<file path="config.mk">
export PLATFORM = sky130hd
export DESIGN_NAME = base64_stream_encoder
export DESIGN_NICKNAME = d
export VERILOG_FILES = /design/src/hw/rtl/b64se_pkg.sv /design/src/hw/rtl/b64se_front.sv /design/src/hw/rtl/b64se_queue.sv /design/src/hw/rtl/b64se_back.sv /design/src/hw/rtl/base64_stream_encoder.sv
export SDC_FILE = /design/constraint.sdc
export NUM_CORES = 1
export LEC_CHECK = 0
export ABC_AREA = 1
export BUFFER_PORTS_ARGS = -buffer_cell sky130_fd_sc_hd__buf_2
export CELL_PAD_IN_SITES_DETAIL_PLACEMENT = 1
export CELL_PAD_IN_SITES_GLOBAL_PLACEMENT = 1
export CORE_MARGIN = 2
export CORE_UTILIZATION = 48
export DETAILED_ROUTE_END_ITERATION = 12
export PLACE_DENSITY = 0.84
export RECOVER_POWER = 100
export SLEW_MARGIN = 20
export SYNTH_ARGS = -nofsm -noshare
export SYNTH_HDL_FRONTEND = slang
export SYNTH_SLANG_ARGS = --single-unit
</file>
<file path="constraint.sdc">
create_clock -name clk -period 3.93 [get_ports clk]
set_input_delay 0 -clock clk [delete_from_list [all_inputs] [get_ports clk]]
set_output_delay 0 -clock clk [all_outputs]
set_load 0.02 [all_outputs]
</file>
<file path="src/hw/rtl/b64se_pkg.sv">
// shared types, constants and the character table of the base64 stream encoder
package b64se_pkg;

  localparam int unsigned QUEUE_DEPTH = 2;

  localparam logic [7:0] PAD_CHAR          = 8'h3D;
  localparam logic [7:0] TERM_CHAR_RESET   = 8'h7C;
  localparam logic       TERM_ENABLE_RESET = 1'b1;

  localparam logic [1:0] GROUP_FULL_POS  = 2'd2;
  localparam logic [2:0] LAST_GROUP_IDX  = 3'd3;
  localparam logic [2:0] TERMINATOR_IDX  = 3'd4;

  typedef enum logic [0:0] {
    REG_TERM_ENABLE = 1'b0,
    REG_TERM_CHAR   = 1'b1
  } reg_idx_t;

  typedef struct packed {
    logic [7:0] data_byte;
    logic       last_byte;
  } in_req_t;

  typedef struct packed {
    logic [7:0] out_char;
    logic       last_char;
  } out_req_t;

  typedef struct packed {
    logic [23:0] triple;
    logic [1:0]  group_pos;
    logic        last;
    logic        term_enable;
    logic [7:0]  term_char;
  } job_t;

  function automatic logic [7:0] sextet_char(input logic [5:0] v);
    logic [7:0] w;
    w = {2'b00, v};
    if (v < 6'd26) begin
      return 8'(8'h41 + w);
    end else if (v < 6'd52) begin
      return 8'(8'h61 + w - 8'd26);
    end else if (v < 6'd62) begin
      return 8'(8'h30 + w - 8'd52);
    end else if (v == 6'd62) begin
      return 8'h2B;
    end else begin
      return 8'h2F;
    end
  endfunction

endpackage

</file>
<file path="src/hw/rtl/b64se_front.sv">
// front end: gathers bytes into groups of three and issues one job per group
module b64se_front (
  input  logic                clk,
  input  logic                rst,
  input  logic                in_valid,
  output logic                in_stall,
  input  b64se_pkg::in_req_t  in_data,
  input  logic                term_enable,
  input  logic [7:0]          term_char,
  input  logic                q_ready,
  output logic                q_push,
  output b64se_pkg::job_t     q_job
);

  logic [15:0] pending;
  logic [1:0]  group_pos;
  logic [1:0]  pos_eff;
  logic        in_fire;
  logic        group_done;
  logic [23:0] triple;

  assign pos_eff    = (group_pos > b64se_pkg::GROUP_FULL_POS) ? 2'd0 : group_pos;
  assign in_stall   = !q_ready;
  assign in_fire    = in_valid && !in_stall;
  assign group_done = (pos_eff == b64se_pkg::GROUP_FULL_POS) || in_data.last_byte;
  assign q_push     = in_fire && group_done;

  always_comb begin
    case (pos_eff)
      2'd0:    triple = {in_data.data_byte, 16'h0000};
      2'd1:    triple = {pending[7:0], in_data.data_byte, 8'h00};
      default: triple = {pending, in_data.data_byte};
    endcase
  end

  always_comb begin
    q_job.triple      = triple;
    q_job.group_pos   = pos_eff;
    q_job.last        = in_data.last_byte;
    q_job.term_enable = term_enable;
    q_job.term_char   = term_char;
  end

  always_ff @(posedge clk) begin
    if (rst) begin
      group_pos <= 2'd0;
    end else if (in_fire) begin
      group_pos <= group_done ? 2'd0 : 2'(pos_eff + 2'd1);
    end
  end

  always_ff @(posedge clk) begin
    if (in_fire) begin
      pending <= {pending[7:0], in_data.data_byte};
    end
  end

endmodule

</file>
<file path="src/hw/rtl/b64se_queue.sv">
// short job queue between the front and back ends
module b64se_queue #(
  parameter int unsigned DEPTH = b64se_pkg::QUEUE_DEPTH
) (
  input  logic            clk,
  input  logic            rst,
  input  logic            push,
  input  b64se_pkg::job_t push_job,
  output logic            ready,
  output logic            head_valid,
  output b64se_pkg::job_t head_job,
  input  logic            pop
);

  localparam int unsigned PTR_W = (DEPTH > 1) ? $clog2(DEPTH) : 1;
  localparam int unsigned CNT_W = $clog2(DEPTH + 1);
  localparam logic [PTR_W-1:0] PTR_LAST = PTR_W'(DEPTH - 1);
  localparam logic [CNT_W-1:0] CNT_FULL = CNT_W'(DEPTH);

  b64se_pkg::job_t  entries [DEPTH];
  logic [PTR_W-1:0] wr_ptr;
  logic [PTR_W-1:0] rd_ptr;
  logic [CNT_W-1:0] count;

  assign ready      = (count != CNT_FULL);
  assign head_valid = (count != '0);
  assign head_job   = entries[rd_ptr];

  always_ff @(posedge clk) begin
    if (rst) begin
      wr_ptr <= '0;
      rd_ptr <= '0;
      count  <= '0;
    end else begin
      if (push) begin
        wr_ptr <= (wr_ptr == PTR_LAST) ? '0 : PTR_W'(wr_ptr + 1'b1);
      end
      if (pop) begin
        rd_ptr <= (rd_ptr == PTR_LAST) ? '0 : PTR_W'(rd_ptr + 1'b1);
      end
      if (push && !pop) begin
        count <= CNT_W'(count + 1'b1);
      end else if (pop && !push) begin
        count <= CNT_W'(count - 1'b1);
      end
    end
  end

  always_ff @(posedge clk) begin
    if (push) begin
      entries[wr_ptr] <= push_job;
    end
  end

endmodule

</file>
<file path="src/hw/rtl/b64se_back.sv">
// back end: turns jobs into characters via an output register, one per unstalled cycle
module b64se_back (
  input  logic                clk,
  input  logic                rst,
  input  logic                job_valid,
  input  b64se_pkg::job_t     job,
  output logic                job_pop,
  output logic                out_valid,
  input  logic                out_stall,
  output b64se_pkg::out_req_t out_data
);

  logic [2:0]          idx;
  logic [2:0]          final_idx;
  logic [2:0]          data_chars;
  logic                load;
  logic [5:0]          sextet;
  b64se_pkg::out_req_t next_char;

  assign load       = job_valid && (!out_valid || !out_stall);
  assign final_idx  = (job.last && job.term_enable) ? b64se_pkg::TERMINATOR_IDX
                                                    : b64se_pkg::LAST_GROUP_IDX;
  assign job_pop    = load && (idx == final_idx);
  assign data_chars = 3'({1'b0, job.group_pos} + 3'd2);

  always_comb begin
    case (idx[1:0])
      2'd0:    sextet = job.triple[23:18];
      2'd1:    sextet = job.triple[17:12];
      2'd2:    sextet = job.triple[11:6];
      default: sextet = job.triple[5:0];
    endcase
  end

  always_comb begin
    if (idx[2]) begin
      next_char.out_char = job.term_char;
    end else if (idx < data_chars) begin
      next_char.out_char = b64se_pkg::sextet_char(sextet);
    end else begin
      next_char.out_char = b64se_pkg::PAD_CHAR;
    end
    next_char.last_char = job.last && (idx == final_idx);
  end

  always_ff @(posedge clk) begin
    if (rst) begin
      idx       <= '0;
      out_valid <= 1'b0;
    end else begin
      if (load) begin
        idx <= job_pop ? 3'd0 : 3'(idx + 3'd1);
      end
      if (load) begin
        out_valid <= 1'b1;
      end else if (!out_stall) begin
        out_valid <= 1'b0;
      end
    end
  end

  always_ff @(posedge clk) begin
    if (load) begin
      out_data <= next_char;
    end
  end

endmodule

</file>
<file path="src/hw/rtl/base64_stream_encoder.sv">
// top level of the base64 stream encoder
// Input channel: in_valid/in_stall with in_data (one message byte and a last flag).
// Output channel: out_valid/out_stall with out_data (one character and a last flag).
// Each group of three bytes, or the byte flagged last, becomes a job in a short
// queue; the back end sends four characters per job (data and '=' padding) and,
// on the last job with the terminator enabled, the terminator character as a fifth.
// A group's first character passes through the job queue and the output register
// after its closing byte is accepted. The single-character output register sets the
// throughput: one character per cycle while out_stall is low, four per three bytes.
// Bytes are taken one per cycle while the job queue has room; in_stall rises when
// it is full. A stall on the output holds the shown character and fills the queue.
// Configuration: cfg_valid/cfg_ready with cfg_index and cfg_data; index 0 is the
// terminator enable, index 1 the terminator character. cfg_ready is always high.
// Reset (rst, synchronous) empties the queue, clears the group position, drops
// out_valid and restores terminator enabled with character '|'.
module base64_stream_encoder #(
  parameter int unsigned QUEUE_DEPTH = b64se_pkg::QUEUE_DEPTH
) (
  input  logic                clk,
  input  logic                rst,
  input  logic                in_valid,
  output logic                in_stall,
  input  b64se_pkg::in_req_t  in_data,
  output logic                out_valid,
  input  logic                out_stall,
  output b64se_pkg::out_req_t out_data,
  input  logic                cfg_valid,
  output logic                cfg_ready,
  input  logic [0:0]          cfg_index,
  input  logic [7:0]          cfg_data
);

  logic            term_enable;
  logic [7:0]      term_char;
  logic            q_ready;
  logic            q_push;
  b64se_pkg::job_t q_job;
  logic            head_valid;
  b64se_pkg::job_t head_job;
  logic            q_pop;

  assign cfg_ready = 1'b1;

  always_ff @(posedge clk) begin
    if (rst) begin
      term_enable <= b64se_pkg::TERM_ENABLE_RESET;
      term_char   <= b64se_pkg::TERM_CHAR_RESET;
    end else if (cfg_valid && cfg_ready) begin
      unique case (b64se_pkg::reg_idx_t'(cfg_index))
        b64se_pkg::REG_TERM_ENABLE: term_enable <= cfg_data[0];
        b64se_pkg::REG_TERM_CHAR:   term_char   <= cfg_data;
        default: ;
      endcase
    end
  end

  b64se_front u_front (
    .clk         (clk),
    .rst         (rst),
    .in_valid    (in_valid),
    .in_stall    (in_stall),
    .in_data     (in_data),
    .term_enable (term_enable),
    .term_char   (term_char),
    .q_ready     (q_ready),
    .q_push      (q_push),
    .q_job       (q_job)
  );

  b64se_queue #(
    .DEPTH (QUEUE_DEPTH)
  ) u_queue (
    .clk        (clk),
    .rst        (rst),
    .push       (q_push),
    .push_job   (q_job),
    .ready      (q_ready),
    .head_valid (head_valid),
    .head_job   (head_job),
    .pop        (q_pop)
  );

  b64se_back u_back (
    .clk       (clk),
    .rst       (rst),
    .job_valid (head_valid),
    .job       (head_job),
    .job_pop   (q_pop),
    .out_valid (out_valid),
    .out_stall (out_stall),
    .out_data  (out_data)
  );

endmodule

</file>
# Word level (Yosys, flattened, before mapping)
# Memory sizes are Yosys's and may differ from the RTL's. A register that Yosys moved wholly into a read port is not among the register bits.
# Cells that the tools add are included.
dict set report op_classes {
  n_addsub 12
  n_lt_le_gt_ge 5
  n_eq_ne 8
  mux 22
  bitwise 1
  n_reduce_logical 21
}
# op count
set ops {}
lappend ops {{$pmux W24 S2} 1}
lappend ops {{$mux W8} 5}
lappend ops {{$pmux W6 S3} 1}
lappend ops {{$add A7 B6 Y8 const A} 2}
lappend ops {{$lt A6 B6 Y1 const B} 2}
lappend ops {{$mux W3} 3}
lappend ops {{$logic_and A1 B1 Y1} 8}
lappend ops {{$mux W1} 8}
lappend ops {{$mux W2} 4}
lappend ops {{$sub A8 B5 Y8 const B} 1}
lappend ops {{$sub A8 B6 Y8 const B} 1}
lappend ops {{$add A6 B6 Y7 const A} 1}
lappend ops {{$eq A6 B6 Y1 const B} 1}
lappend ops {{$lt A6 B5 Y1 const B} 1}
lappend ops {{$logic_not A1 Y1} 5}
lappend ops {{$add A2 B1 Y2 const B} 2}
lappend ops {{$eq A2 B1 Y1 const B} 2}
lappend ops {{$eq A2 B2 Y1 const B} 2}
lappend ops {{$logic_not A2 Y1} 2}
lappend ops {{$reduce_and A2 Y1} 2}
lappend ops {{$reduce_bool A2 Y1} 2}
lappend ops {{$add A2 B2 Y3 const B} 1}
lappend ops {{$add A3 B1 Y3 const B} 1}
lappend ops {{$eq A3 B3 Y1} 1}
lappend ops {{other kinds (8)} 10}
dict set report word_totals {
  ff_bits 44
  ram_bits 72
  wordCells 81
  mem_count 1
}
# memory depth word_bits rd rd_ports_with_merged_regs write_ports line_no
set memory_table {}
lappend memory_table {u_queue.entries 2 36 1 1 1 b64se_queue.sv:20} ;# b64se_pkg::job_t entries [DEPTH];

# Longest topological paths before layout
# Gate-level depths: netlist of run 1.
dict set report logic_depth {
  ltp_word 9
  depth_mapped 21
  mapped_depth_nobuf 20
}

# By module
# Synthesis of run 1 repeated with hierarchy kept, for this count alone.
dict set report unflattened {
  hier_cells 515
  area_unflattened_um2 5795.6
}
# module instances cells_each area_each_um2 seq_area_each_um2
set by_module_without_submodules {}
lappend by_module_without_submodules {b64se_queue 1 145 2977.9 2262.2}
lappend by_module_without_submodules {b64se_back 1 190 1342.5 350.3}
lappend by_module_without_submodules {b64se_front 1 130 1111.1 520.5}
lappend by_module_without_submodules {base64_stream_encoder 1 50 364.1 180.2}

# Worst setup path after synthesis of run 1
# OpenSTA, ideal clock, no wires.
dict set report synth_path {
  path_type {reg2reg}
  start {reg u_front.group_pos[0]}
  end {mem u_queue.entries[1][0] (netlist bit) (enable)}
  setup_time_ps 431
  arrival_ps 2693
  t_required_ps 3499
  slack_ps 806
  path_stages_with_launch 8
  n_path_buf 1
  cell_sequence {dfxtp_1 -> inv_1 -> ha_1 -> clkbuf_1 -> nor2_1 -> nor2_1 -> inv_1 -> nor2_1}
}
# item line_no
set synth_rtl {}
lappend synth_rtl {{start: declaration} b64se_front.sv:16} ;# logic [1:0] group_pos;
lappend synth_rtl {{start signal: assignment} b64se_front.sv:48} ;# group_pos <= group_done ? 2'd0 : 2'(pos_eff + 2'd1);
lappend synth_rtl {{end: declaration} b64se_queue.sv:20}

==> impl_metrics.ini, run 1 <==
[synth]
post-synth-top-count-cell = nand2_1
synthTopCellsByCount = nand2_1 (143), edfxtp_1 (97), inv_1 (57), nor2_1 (42)
synth_area_leader_cell = edfxtp_1
synth.area.mux_share = 0
synth.area.top_cells = edfxtp_1 (52%), nand2_1 (9.7%), dfxtp_1 (7.2%)
ys_async_sr_fraction = 0
synth_top_family_by_area = simple AND/OR/NAND/NOR gates
syn_area_um2 = 5550
yosys.area_share.xor_xnor = 0.00315
yosys_warnings = 0
synth-seq-cells = 117
synth-main-ff-cell = edfxtp_1
synth-edff-count = 97
synth.yosys.seq_area_share = 0.597
syn_nets = 583
avgSynthCellArea_um2 = 10.2
synth_fa_ha_area_frac = 0.0361
ys_types = 42
synth-simple-area-share = 0.202
netlist_instances = 544
synth_top_area_share = 0.525
synth_compound_area_frac = 0.0962

[die]
coreArea_um2 = 11400
die_width_um = 112
die_y_um = 112
ios = 35
initial_core_util = 0.488
dieArea_um2 = 12400
core.rowCount = 39

[routing]
vias_per_cell = 5.63
drt_pre_antenna_iters = 5
num_vias = 4288
wl_um = 15700
ant_nets = 0
drc = 0
wire_per_inst_um = 20.6
drtIter0Drc = 358

[outcome]
violations = max-capacitance violations, max-slew violations
status = finished with violations

[setup_path]
ff2ff_path_depth = 10
cp.arrival_ns = 3.83
cp-start-kind = register
critPathCapture = u_back.out_data[7]
crit_path_end_kind = register
criticalPathCategory = register to register
cp_max_fo = 22
crit-reg2reg-capture = u_back.out_data[7]
worstPathRequired_ns = 4.18
reg2reg_slack_ns = 0.35

[cts]
clk_latency_ns = 0.42
clkTransAtPathRegs_ns = 0.06
clkSinkCount = 117
post_cts_buffers = 0
cts_buffers = 17
root_buffer = clkbuf_16
cts_max_path_buffers = 2
cts_tree = yes
htree_levels = 4

[placement]
pre_cts_slack_ns = 0.560
dpl.hpwl_um = 9650
io_buffers = 33
gp_congestion = 0.882

[pwr]
power_frac_comb = 0.304
worst_ir_drop_vdd_uv = 408
power.leakage_nw = 2.68
p_clk_frac = 0.342
pwr-share-seq = 0.354
total_power_mw = 4.66
p_switching_mw = 1.67
p_sw_frac = 0.358
p_int_mw = 3.00
power_density_nw_per_um2 = 710

[grt]
grt_max_degree = 37
grt_pass1_wl_um = 25200
antenna_found_initial = 0
grt_pass1_vias = 4676
grt_overflow = 0
grt_usage = 0.264

[sta]
hold_viol = 0
rsz0062_at_grt = false
finClkSkew_ns = 0.0131
setup_viol = 0
setup-tns-final_ns = 0
max_freq_ghz = 0.279
period_share = 0.912
fin_ws_ns = 0.347
tightest_slew_ns = 2.14
slew_headroom = -0.426
fin_crit_ns = 3.58
maxSlewViolCount = 74

[layout]
area_growth_pct = 18.3
antenna_cells = 0
final_nets = 644
drive_gt1_frac = 0.121

[min_path]
hold_class = input pin to register
holdCritStartpoint = in_valid

[job]
cap_violations = 2
==> per-layer routing <==
| layer | GRT usage | wire [um] |
|---|---|---|
| met2 | 0.457 | 8040 |
| met1 | 0.319 | 6450 |
| met3 | 0.0582 | 742 |
| met4 | 0.115 | 453 |
| met5 | 0 | 0 |
==> power by group through the flow <==
stage,logic (mW),registers [mW],clock network [mW]
finish,1.42,1.65,1.59
global route,1.57,1.66,1.64
CTS,1.43,1.64,1.59
detailed placement,1.37,1.66,0
global placement,1.30,1.65,0
floorplan,0.968,1.69,0
==> registers in the layout, indices dropped and copies added, names as in the netlist, named ones only <==
| name | cells |
|---|---|
| term_enable | 1 |
| u_back.idx | 3 |
| u_queue.wr_ptr | 1 |
| u_front.group_pos | 2 |
| term_char | 8 |
| u_queue.entries | 72 |
| u_queue.count | 2 |
| u_back.out_valid | 1 |
| u_queue.rd_ptr | 1 |
| u_front.pending | 16 |
| u_back.out_data | 9 |
==> how the worst min path moves through the flow <==
stage / endpoint / slack (ns) / depth (start not counted)
final: u_front.group_pos[1] / 0.08 / 3
after global routing: u_front.group_pos[1] / 0.14 / 3
after CTS: u_front.group_pos[1] / 0.08 / 3
after detailed placement: term_char[6] / 0.22 / 3
after global placement: term_char[6] / 0.20 / 3
after floorplan: u_back.idx[1] / 0.07 / 1
==> per-stage QoR <==
step	cell area, um^2	std cells	hold slack [ns]	util
after floorplan	5550	544	0.0691	-
after global placement	5820	708	0.202	0.512
after detailed placement	5820	708	0.217	0.512
after CTS	6630	761	0.0753	0.583
after global routing	6570	761	0.143	0.578
final	6570	761	0.0826	0.578
==> layout by cell type (no fill, tap or decap), drive strengths merged <==
master and count:
nand2 154, edfxtp 97, inv 62, clkbuf 46, nor2 45, o21ai 38
nand3 33, a21oi 23, dlygate4sd3 21, dfxtp 20, ha 16, buf 12
o22ai 9, o221ai 8, clkinvlp 5, nor3 4, nand4 4, clkinv 4
bufinv 3, or2 3, o211ai 2, a21o 2, xor2 2, nor4 1
a31oi 1, o31ai 1, nor3b 1, conb 1
==> area by class of cell <==
cell class	instances	area (um^2)
Fill cell	1242	4800
Sequential cell	117	3310
Multi-Input combinational cell	348	1860
Clock buffer	20	447
Timing Repair Buffer	59	370
Inverter	62	238
Tap cell	143	179
Clock inverter	12	155
==> worst max-delay path: stages, from the launching register on <==
cell	delay [ns]
dfxtp_1	0.93
inv_4	0.30
or2_2	0.36
o21ai_0	0.14
ha_1	0.34
a21o_1	0.20
a31oi_1	0.55
inv_1	0.12
nor2_1	0.21
nand2_1	0.07
o21ai_0	0.18
==> repair_timing <==
| action | in CTS | in global routing |
|---|---|---|
| hold buffers | 21 | 0 |
| gates resized for setup | 0 | 0 |
| hold endpoints to repair | 38 | 0 |
==> kinds of logic after synthesis <==
| logic type | after synthesis |
|---|---|
| buf+inv | 79 |
| simple gates | 245 |
| flops | 117 |
| xor+xnor | 2 |
| fa+ha+maj | 16 |
| other cells | 1 |
| compound gates | 84 |
Power figures use the tool's default switching activity.
==> inputs of run 2 (changes only) <==
- CORE_MARGIN: 2 -> default
- SETUP_SLACK_MARGIN: default -> 0.5
==> run 2 against run 1 <==
The flow still finishes with violations (max-capacitance violations, max-slew violations). Sequential cell count is the same. Die area shrank 3.6%. Fmax grew 4.7%. Sequential power is essentially flat. Cell count shrank 0.39%. Power grew 1.1%. Setup slack gained 0.16 ns. Critical path depth grew 1. Register-to-register slack gained 0.16 ns. Highest routed layer unchanged.
==> impl_metrics.ini, run 2 (synthesized netlist as in run 1, its figures left out) <==
[outcome]
status = finished with violations
violations = max-capacitance violations, max-slew violations

[setup_path]
cp_max_fo = 22
worstPathRequired_ns = 4.09
criticalPathCategory = register to register
cp.arrival_ns = 3.58
crit_path_end_kind = register
cp-start-kind = register

[sta]
slew_headroom = -0.440
period_share = 0.870
setup_viol = 0
fin_crit_ns = 3.42
maxSlewViolCount = 74
tightest_slew_ns = 2.16
rsz0062_at_grt = false
finClkSkew_ns = 0.0113
fin_ws_ns = 0.509
setup-tns-final_ns = 0
max_freq_ghz = 0.292
hold_viol = 0

[die]
die_width_um = 110
core.rowCount = 38
die_y_um = 110
ios = 35
dieArea_um2 = 12000
coreArea_um2 = 11000
initial_core_util = 0.503

[pwr]
total_power_mw = 4.71
worst_ir_drop_vdd_uv = 392
power_density_nw_per_um2 = 712
power.leakage_nw = 2.71

[placement]
pre_cts_slack_ns = 0.563
place_area_um2 = 5810
dp_cells = 705
io_buffers = 33
dpl.hpwl_um = 9770
gp_congestion = 0.848

[cts]
clk_latency_ns = 0.41
clkSinkCount = 117
root_buffer = clkbuf_16
clkTransAtPathRegs_ns = 0.06
htree_levels = 4
cts_max_path_buffers = 2
cts_tree = yes
cts_buffers = 17

[grt]
grt_usage = 0.283
grt_pass1_wl_um = 24300
antenna_found_initial = 0
grt_pass1_vias = 4558
grt_max_degree = 37
grt_overflow = 0

[layout]
antenna_cells = 0
drive_gt1_frac = 0.131
post_layout_nonfiller_instances = 758
final_common_cell = nand2_1
final_nets = 644
stdcell_area_um2 = 6620
regMostFlops = u_queue.entries
final_cell_mix = nand2_1 (143), edfxtp_1 (97), inv_1 (57), nor2_1 (41), o21ai_0 (32)
largest_register_ffs = 72
top_regs = u_queue.entries x72, u_front.pending x16, u_back.out_data x9
area_growth_pct = 19.2
fillerInstances = 1230

[routing]
drt_pre_antenna_iters = 5
wire_per_inst_um = 20.8
drc = 0
drtIter0Drc = 411
ant_nets = 0
num_vias = 4350
wl_um = 15700
vias_per_cell = 5.74

[min_path]
hold_class = input pin to register

[job]
cap_violations = 2
==> run 2: area by class of cell <==
type / count / area [um^2] / area share
Multi-Input combinational cell: 348 / 1880 / 0.284
Tap cell: 140 / 175 / 0.0265
Inverter: 62 / 238 / 0.0359
Sequential cell: 117 / 3310 / 0.500
Clock buffer: 23 / 532 / 0.0803
Clock inverter: 9 / 111 / 0.0168
Timing Repair Buffer: 59 / 370 / 0.0559
==> run 2: stage by stage <==
stage | util | hold slack (ns)
after floorplan | - | 0.0691
after global placement | 0.527 | 0.201
after detailed placement | 0.527 | 0.210
after CTS | 0.604 | 0.0570
after global routing | 0.600 | 0.112
final | 0.600 | 0.0890
==> run 2: power breakdown <==
group | switching [mW] | internal, mW
registers | 0.0782 | 1.57
clock network | 0.574 | 1.08
logic | 0.992 | 0.420
total | 1.64 | 3.07
==> run 2: critical path, cell delays in order (launching register included) <==
cell     delay [ns]
dfxtp_1        0.88
inv_4          0.28
or2_2          0.35
o21ai_0        0.13
ha_1           0.32
a21o_1         0.17
a31oi_1        0.51
o21ai_0        0.21
inv_1          0.12
nand2_1        0.06
nand2_1        0.06
nand2_1        0.07
==> run 2: timing repair <==
item	CTS	global route
endpoints found under the setup margin	0	7
hold buffers	21	0
hold endpoints to repair	36	0
resized for setup	0	5
buffers inserted	0	0
==> run 2: routing by layer <==
metal / wire length (um) / vias up / GRT usage
li1: - / 1960 / -
met1: 6380 / 2174 / 0.335
met2: 8080 / 168 / 0.487
met3: 749 / 48 / 0.0652
met4: 520 / 0 / 0.135
met5: 0 / - / 0
==> run 2: path summary, 6_finish.rpt <==
kind	cells after the start	end	slack, ns	start
min reg2reg	0	u_front.pending[13]	0.46	u_front.pending[5]
min	3	u_front.group_pos[0]	0.09	in_valid
max reg2reg	11	u_back.out_data[3]	0.51	register
max	11	u_back.out_data[3]	0.51	register
